**config.mk**
```make
export PLATFORM = sky130hd
export DESIGN_NAME = rc5_16bit_block_cipher_unit
export DESIGN_NICKNAME = d
export VERILOG_FILES = /design/src/rtl/rc5_pkg.sv /design/src/rtl/rc5_16bit_block_cipher_unit.sv
export SDC_FILE = /design/constraint.sdc
export NUM_CORES = 2
export LEC_CHECK = 0
export ABC_AREA = 1
export BUFFER_PORTS_ARGS = -buffer_cell sky130_fd_sc_hd__buf_2
export CELL_PAD_IN_SITES_DETAIL_PLACEMENT = 0
export CELL_PAD_IN_SITES_GLOBAL_PLACEMENT = 1
export CORE_MARGIN = 5
export CORE_UTILIZATION = 46
export DETAILED_ROUTE_END_ITERATION = 8
export HOLD_SLACK_MARGIN = 0.03
export PLACE_DENSITY_LB_ADDON = 0.1
export SLEW_MARGIN = 40
export SYNTH_ARGS = -nofsm -noshare
export SYNTH_HDL_FRONTEND = slang
export SYNTH_SLANG_ARGS = --single-unit
```
**constraint.sdc**
```tcl
create_clock -name i_clk -period 23.1 [get_ports i_clk]
set_input_delay 4.62 -clock i_clk [delete_from_list [all_inputs] [get_ports i_clk]]
set_output_delay 4.62 -clock i_clk [all_outputs]
set_load 0.05 [all_outputs]
```
**src/rtl/rc5_pkg.sv**
```systemverilog
package rc5_pkg;

    // Word and block geometry of the cipher.
    localparam int WORD_W  = 16;
    localparam int BLOCK_W = 2 * WORD_W;
    localparam int KEY_W   = 64;
    localparam int KEY_WORDS = KEY_W / WORD_W;
    localparam int ROT_W   = 4;

    // Default number of rounds.
    localparam int ROUNDS_DEF = 3;

    // Magic constants of the key schedule.
    localparam logic [WORD_W-1:0] MAGIC_P = 16'hb7e5;
    localparam logic [WORD_W-1:0] MAGIC_Q = 16'h9e37;

    // Rotate amount of the subkey half of a key schedule step.
    localparam logic [ROT_W-1:0] SCHED_ROT = 4'd3;

    // Operation codes carried in tuser.
    localparam logic OP_ENCRYPT = 1'b0;
    localparam logic OP_DECRYPT = 1'b1;

    // Configuration register map.
    localparam int  CFG_ADDR_W       = 4;
    localparam logic CIPHER_KEY_INDEX = 1'b0;

    typedef logic [WORD_W-1:0] t_word;

    // Key expansion sequencer states.
    typedef enum logic [1:0] {
        EXP_LOAD,
        EXP_MIX,
        EXP_DONE
    } t_exp_state;

    // Rotate a word left by the low bits of an amount.
    function automatic t_word rotl16(t_word x, logic [ROT_W-1:0] amt);
        logic [2*WORD_W-1:0] dbl;
        dbl = {x, x} << amt;
        return dbl[2*WORD_W-1:WORD_W];
    endfunction

    // Rotate a word right by the low bits of an amount.
    function automatic t_word rotr16(t_word x, logic [ROT_W-1:0] amt);
        logic [ROT_W-1:0] left_amt;
        left_amt = ROT_W'(~amt + 1'b1);
        return rotl16(x, left_amt);
    endfunction

    // Initial subkey table entry k before mixing.
    function automatic t_word subkey_init(int k);
        return WORD_W'(int'(MAGIC_P) + k * int'(MAGIC_Q));
    endfunction

endpackage

```
**src/rtl/rc5_16bit_block_cipher_unit.sv**
```systemverilog
// An accepted block passes through the input register and then the result register.
// One block per cycle unless the output stalls; the three rounds are unrolled between them.
// A key write, and reset, start a key expansion: the subkey table is loaded, then mixed,
// one mixing step per cycle through the subkey table; no input is taken until it ends.
// Reset is synchronous and active low; it clears the key to zero and expands that key.
module rc5_16bit_block_cipher_unit
    import rc5_pkg::*;
#(
    parameter int ROUNDS = ROUNDS_DEF
) (
    input  logic                  i_clk,
    input  logic                  i_rst_n,
    // Input stream.
    input  logic                  s_axis_tvalid,
    output logic                  s_axis_tready,
    input  logic [BLOCK_W-1:0]    s_axis_tdata,   // [31:0] data_block
    input  logic                  s_axis_tuser,   // [0] operation
    // Output stream.
    output logic                  m_axis_tvalid,
    input  logic                  m_axis_tready,
    output logic [BLOCK_W-1:0]    m_axis_tdata,   // [31:0] result_block
    // Configuration port.
    input  logic                  psel,
    input  logic                  penable,
    input  logic                  pwrite,
    input  logic [CFG_ADDR_W-1:0] paddr,
    input  logic [KEY_W-1:0]      pwdata,
    output logic [KEY_W-1:0]      prdata,
    output logic                  pready
);

    localparam int TW     = 2 * (ROUNDS + 1);
    localparam int MIX    = 3 * TW;
    localparam int IW     = $clog2(TW);
    localparam int CW     = $clog2(MIX);
    localparam int JW     = $clog2(KEY_WORDS);

    // Configuration registers.
    logic [KEY_W-1:0] r_cipher_key;
    logic             w_cfg_hit;
    logic             w_cfg_wr;

    // Key expansion state.
    t_exp_state       r_exp_state;
    t_exp_state       n_exp_state;
    logic [CW-1:0]    r_mix_cnt;
    logic [IW-1:0]    r_mix_i;
    logic [JW-1:0]    r_mix_j;
    t_word            r_mix_a;
    t_word            r_mix_b;
    t_word            r_lkey [KEY_WORDS];
    t_word            r_skey [TW];
    t_word            w_step_a;
    t_word            w_step_b;
    t_word            w_sum_a;
    t_word            w_sum_b;
    t_word            w_amt_b;

    // Datapath registers.
    logic             r_in_valid;
    logic             r_in_op;
    logic [BLOCK_W-1:0] r_in_data;
    logic             r_out_valid;
    logic [BLOCK_W-1:0] r_out_data;
    logic [BLOCK_W-1:0] w_result;
    logic             w_out_free;
    logic             w_in_free;
    logic             w_in_take;

    // APB decode; pready is always high.
    assign pready    = 1'b1;
    assign w_cfg_hit = (paddr[3] == CIPHER_KEY_INDEX) && (paddr[2:0] == 3'd0);
    assign w_cfg_wr  = psel && penable && pwrite && pready && (paddr[3] == CIPHER_KEY_INDEX);
    assign prdata    = w_cfg_hit ? r_cipher_key : '0;

    // Key register.
    always_ff @(posedge i_clk) begin
        if (!i_rst_n) begin
            r_cipher_key <= '0;
        end else if (w_cfg_wr) begin
            r_cipher_key <= pwdata;
        end
    end

    // Expansion sequencer state register.
    always_ff @(posedge i_clk) begin
        if (!i_rst_n) begin
            r_exp_state <= EXP_LOAD;
        end else begin
            r_exp_state <= n_exp_state;
        end
    end

    // Next state: a key write restarts the expansion from the loaded table.
    always_comb begin
        n_exp_state = r_exp_state;
        case (r_exp_state)
            EXP_LOAD: begin
                n_exp_state = EXP_MIX;
            end
            EXP_MIX: begin
                if (r_mix_cnt == CW'(MIX - 1)) begin
                    n_exp_state = EXP_DONE;
                end
            end
            EXP_DONE: begin
                n_exp_state = EXP_DONE;
            end
            default: begin
                n_exp_state = EXP_LOAD;
            end
        endcase
        if (w_cfg_wr) begin
            n_exp_state = EXP_LOAD;
        end
    end

    // One mixing step of the key schedule.
    always_comb begin
        w_sum_a  = r_skey[r_mix_i] + r_mix_a + r_mix_b;
        w_step_a = rotl16(w_sum_a, SCHED_ROT);
        w_sum_b  = r_lkey[r_mix_j] + w_step_a + r_mix_b;
        w_amt_b  = w_step_a + r_mix_b;
        w_step_b = rotl16(w_sum_b, w_amt_b[ROT_W-1:0]);
    end

    // Mixing counters.
    always_ff @(posedge i_clk) begin
        if (!i_rst_n) begin
            r_mix_cnt <= '0;
            r_mix_i   <= '0;
            r_mix_j   <= '0;
        end else if (r_exp_state == EXP_LOAD) begin
            r_mix_cnt <= '0;
            r_mix_i   <= '0;
            r_mix_j   <= '0;
        end else if (r_exp_state == EXP_MIX) begin
            r_mix_cnt <= r_mix_cnt + 1'b1;
            r_mix_i   <= (r_mix_i == IW'(TW - 1)) ? '0 : r_mix_i + 1'b1;
            r_mix_j   <= r_mix_j + 1'b1;
        end
    end

    // Subkey table and mixing words.
    always_ff @(posedge i_clk) begin
        if (r_exp_state == EXP_LOAD) begin
            r_mix_a <= '0;
            r_mix_b <= '0;
            for (int k = 0; k < KEY_WORDS; k++) begin
                r_lkey[k] <= r_cipher_key[k*WORD_W +: WORD_W];
            end
            for (int k = 0; k < TW; k++) begin
                r_skey[k] <= subkey_init(k);
            end
        end else if (r_exp_state == EXP_MIX) begin
            r_mix_a          <= w_step_a;
            r_mix_b          <= w_step_b;
            r_skey[r_mix_i]  <= w_step_a;
            r_lkey[r_mix_j]  <= w_step_b;
        end
    end

    // Pipeline flow control.
    assign w_out_free    = !r_out_valid || m_axis_tready;
    assign w_in_free     = !r_in_valid || w_out_free;
    assign s_axis_tready = w_in_free && (r_exp_state == EXP_DONE);
    assign w_in_take     = s_axis_tvalid && s_axis_tready;

    // Input register.
    always_ff @(posedge i_clk) begin
        if (!i_rst_n) begin
            r_in_valid <= 1'b0;
        end else if (w_in_free) begin
            r_in_valid <= w_in_take;
        end
    end

    always_ff @(posedge i_clk) begin
        if (w_in_take) begin
            r_in_op   <= s_axis_tuser;
            r_in_data <= s_axis_tdata;
        end
    end

    // Unrolled rounds for both directions.
    always_comb begin
        t_word ea;
        t_word eb;
        t_word da;
        t_word db;
        ea = r_in_data[WORD_W-1:0] + r_skey[0];
        eb = r_in_data[BLOCK_W-1:WORD_W] + r_skey[1];
        for (int r = 1; r <= ROUNDS; r++) begin
            ea = rotl16(ea ^ eb, eb[ROT_W-1:0]) + r_skey[2*r];
            eb = rotl16(eb ^ ea, ea[ROT_W-1:0]) + r_skey[2*r+1];
        end
        da = r_in_data[WORD_W-1:0];
        db = r_in_data[BLOCK_W-1:WORD_W];
        for (int r = ROUNDS; r >= 1; r--) begin
            db = rotr16(db - r_skey[2*r+1], da[ROT_W-1:0]) ^ da;
            da = rotr16(da - r_skey[2*r], db[ROT_W-1:0]) ^ db;
        end
        db = db - r_skey[1];
        da = da - r_skey[0];
        w_result = (r_in_op == OP_DECRYPT) ? {db, da} : {eb, ea};
    end

    // Result register.
    always_ff @(posedge i_clk) begin
        if (!i_rst_n) begin
            r_out_valid <= 1'b0;
        end else if (w_out_free) begin
            r_out_valid <= r_in_valid;
        end
    end

    always_ff @(posedge i_clk) begin
        if (w_out_free && r_in_valid) begin
            r_out_data <= w_result;
        end
    end

    assign m_axis_tvalid = r_out_valid;
    assign m_axis_tdata  = r_out_data;

`ifndef SYNTHESIS
    // A key write always restarts the expansion.
    a_cfg_restart: assert property (@(posedge i_clk) disable iff (!i_rst_n)
        w_cfg_wr |=> (r_exp_state == EXP_LOAD))
        else $error("key write did not restart the expansion");

    // The expansion ends after its last mixing step unless a new key arrives.
    a_mix_end: assert property (@(posedge i_clk) disable iff (!i_rst_n)
        (r_exp_state == EXP_MIX) && (r_mix_cnt == CW'(MIX - 1)) && !w_cfg_wr
        |=> (r_exp_state == EXP_DONE))
        else $error("expansion did not finish after its last step");

    // No block is taken while the subkey table is being built.
    a_no_take_busy: assert property (@(posedge i_clk) disable iff (!i_rst_n)
        w_in_take |-> (r_exp_state == EXP_DONE) && (r_mix_cnt == CW'(MIX)))
        else $error("block accepted during key expansion");

    // A staged item moves to the result register when it is free.
    a_stage_move: assert property (@(posedge i_clk) disable iff (!i_rst_n)
        r_in_valid && w_out_free |=> r_out_valid)
        else $error("staged item lost between pipeline registers");

    // A stalled result is not overwritten by the item behind it.
    a_stall_hold: assert property (@(posedge i_clk) disable iff (!i_rst_n)
        r_out_valid && !m_axis_tready |=> r_out_valid && $stable(r_out_data))
        else $error("stalled result was replaced");
`endif

endmodule

```
==> results.json <==
{
  "finClkSkew_ns": 0.0256,
  "worst_hold_slack_ns": 0.481,
  "hold_viol": 0,
  "start_util": 0.464,
  "synth_flop_cell": "edfxtp_1",
  "synth_seq_area_share": 0.248,
  "reg2reg_from": "r_in_data[3]$_DFFE_PP_",
  "gp_congestion": 1.03,
  "crit_path_end": "m_axis_tdata[30]$_DFFE_PP_",
  "worstReg2RegEnd": "m_axis_tdata[30]$_DFFE_PP_",
  "synth_async_sr_flop_share": 0,
  "nets": 6675,
  "fin_crit_sh": 0.916,
  "crit_type": "reg -> reg",
  "syn_nets": 6526,
  "ios": 207,
  "fmax_ghz": 0.0473,
  "synth_seq_cells": 372,
  "numCtsBuffers": 41,
  "area_growth_syn_to_layout_pct": 10.6,
  "cts_root_buffer": "clkbuf_16",
  "placementRows": 108,
  "path_clk_slew_ns": 0.06,
  "syn_area_um2": 40400,
  "fp.dieArea_um2": 93800,
  "grt_pass1_wl_um": 247000,
  "num_vias": 41600,
  "die_y_um": 306,
  "r2r_setup_slack_ns": 1.94,
  "grt-ovfl-total": 0,
  "clk_latency_ns": 0.60,
  "setup_ws_ns": 1.94,
  "hold_class": "reg -> reg",
  "wl_per_cell_um": 23.5,
  "avgViaCountPerCell": 5.63,
  "yosys-top-cells-count": "1,720 x nand2_1, 705 x inv_1, 648 x o21ai_0",
  "synth_top_area_cell": "edfxtp_1",
  "drt_iter0_drc": 4183,
  "cp_common_cell": "nand2_1",
  "portBuffers": 205,
  "pre_cts_ws_ns": 0.145,
  "path_max_fanout": 5,
  "setup-violations-final": 0,
  "max_slew_margin": 0.344,
  "grt_usage": 0.353,
  "reg2reg_depth": 156,
  "synth_cells": 6056,
  "drtAntennaViolNets": 0,
  "critical-path-max-stage-delay_ns": 0.49,
  "finish.utilization": 0.514,
  "status": "completed",
  "antenna_found_initial": 9,
  "worstPathArrival_ns": 21.48,
  "grt_start_max_net_pins": 113,
  "synthTopCellsByArea": "edfxtp_1 19%, nand2_1 16%, ha_1 9.7%",
  "die_x_um": 306,
  "synth_warnings": 0,
  "synth_cell_types": 58,
  "drc": 0,
  "drive_above_1_share": 0.0922,
  "fillerInstances": 8981,
  "cts_sinks": 372,
  "period_needed_ns": 21.16,
  "startpoint": "r_in_data[3]$_DFFE_PP_",
  "slowest_stage": "edfxtp_1",
  "synth_area_per_cell_um2": 6.66,
  "worst_slew_pin_slew_ns": 0.978,
  "cp_data_required_time_ns": 23.42,
  "maxCapViolCount": 0,
  "dr.pass1.iters": 6,
  "cts_tree": "built",
  "dp_hpwl_um": 145000,
  "htree_num_levels": 2,
  "synth_edf_count": 257,
  "critPathLaunchType": "register",
  "synth_top_area_share": 0.191,
  "ctsHoldBuffers": 0,
  "first_global_vias": 37400,
  "core-area_um2": 86900,
  "synth_most_common_cell": "nand2_1",
  "drt_wl_total_um": 174000,
  "clock_path_buffers": 3,
  "finalMaxSlewViolations": 0,
  "cp-end-kind": "register"
}
==> metal layers <==
metal	up-vias	track usage	wire [µm]
met1	19200	0.444	70100
met3	408	0.0521	12100
met4	4	0.207	12900
met2	1695	0.578	78900
li1	20300	-	-
met5	-	0	31
==> layout by cell type, fill, tap and decap left out, types with 48 or more instances in the layout <==
cell,n
nand2_1,1714
inv_1,702
o21ai_0,587
nand3_1,509
a21oi_1,349
nor2_1,299
ha_1,298
edfxtp_1,257
xor2_1,239
buf_2,205
buf_4,135
dfxtp_1,114
o21ai_1,107
xnor2_1,97
a31oi_1,73
o21bai_1,49
mux2i_1,48
==> kinds of logic after synthesis <==
group	share of synthesized area
simple gates	0.274
compound gates	0.172
buf+inv	0.0945
flops	0.248
fa+ha+maj	0.121
xor+xnor	0.0786
mux	0.0119
other cells	0.0000929
==> flip-flops by register name, summed over array words and instances, names as in the netlist, named ones only <==
register / cells
m_axis_tdata: 32
m_axis_tvalid: 1
r_cipher_key: 64
r_exp_state: 2
r_in_data: 32
r_in_op: 1
r_in_valid: 1
r_lkey: 64
r_mix_a: 16
r_mix_b: 16
r_mix_cnt: 5
r_mix_i: 3
r_mix_j: 2
r_skey: 128
==> final cells by class <==
type / instances / area, µm² / share of cell area
inverter: 735 / 2770 / 0.0620
timing repair buffer: 343 / 2080 / 0.0466
tap: 1155 / 1450 / 0.0324
antenna: 3 / 7.51 / 0.000168
multi-input combinational: 4712 / 26900 / 0.604
clock inverter: 21 / 241 / 0.00541
clock buffer: 55 / 1140 / 0.0255
sequential: 372 / 10000 / 0.224
==> worst min path at each step <==
stage	startpoint	to	depth (start not counted)
finish	r_cipher_key[29]$_SDFFE_PN0P_	r_cipher_key[29]$_SDFFE_PN0P_	2
floorplan	r_cipher_key[48]$_SDFFE_PN0P_	r_cipher_key[48]$_SDFFE_PN0P_	2
global route	r_cipher_key[4]$_SDFFE_PN0P_	r_cipher_key[4]$_SDFFE_PN0P_	2
global placement	r_mix_a[15]$_SDFFE_PP0P_	r_mix_a[15]$_SDFFE_PP0P_	2
CTS	r_cipher_key[29]$_SDFFE_PN0P_	r_cipher_key[29]$_SDFFE_PN0P_	2
detailed placement	r_cipher_key[3]$_SDFFE_PN0P_	r_cipher_key[3]$_SDFFE_PN0P_	2
==> worst max-delay path, delay by kind of cell (launching register included) <==
| kind | cells | cell delay (ns) |
|---|---|---|
| compound gates | 56 | 8.26 |
| simple gates | 71 | 6.60 |
| fa+ha+maj | 10 | 2.98 |
| xor+xnor | 7 | 1.56 |
| buf+inv | 12 | 0.95 |
| flops | 1 | 0.49 |
==> through the flow <==
| step | TNS (ns) | std cells | area, µm² |
|---|---|---|---|
| 3_3_place_gp | 0 | 7298 | 42700 |
| 5_1_grt | -0.0580 | 7393 | 44600 |
| 4_1_cts | 0 | 7376 | 44200 |
| 6_report | 0 | 7396 | 44700 |
| 2_1_floorplan | 0 | 6056 | 40400 |
| 3_5_place_dp | 0 | 7300 | 42800 |
==> timing repair <==
action | in CTS | in global routing
setup buffers | 0 | 17
resized for setup | 0 | 120
endpoints found under the setup margin | 0 | 16
Power is not shown: default switching activity piles up to over one toggle a cycle in this logic, so the estimate is an artifact.
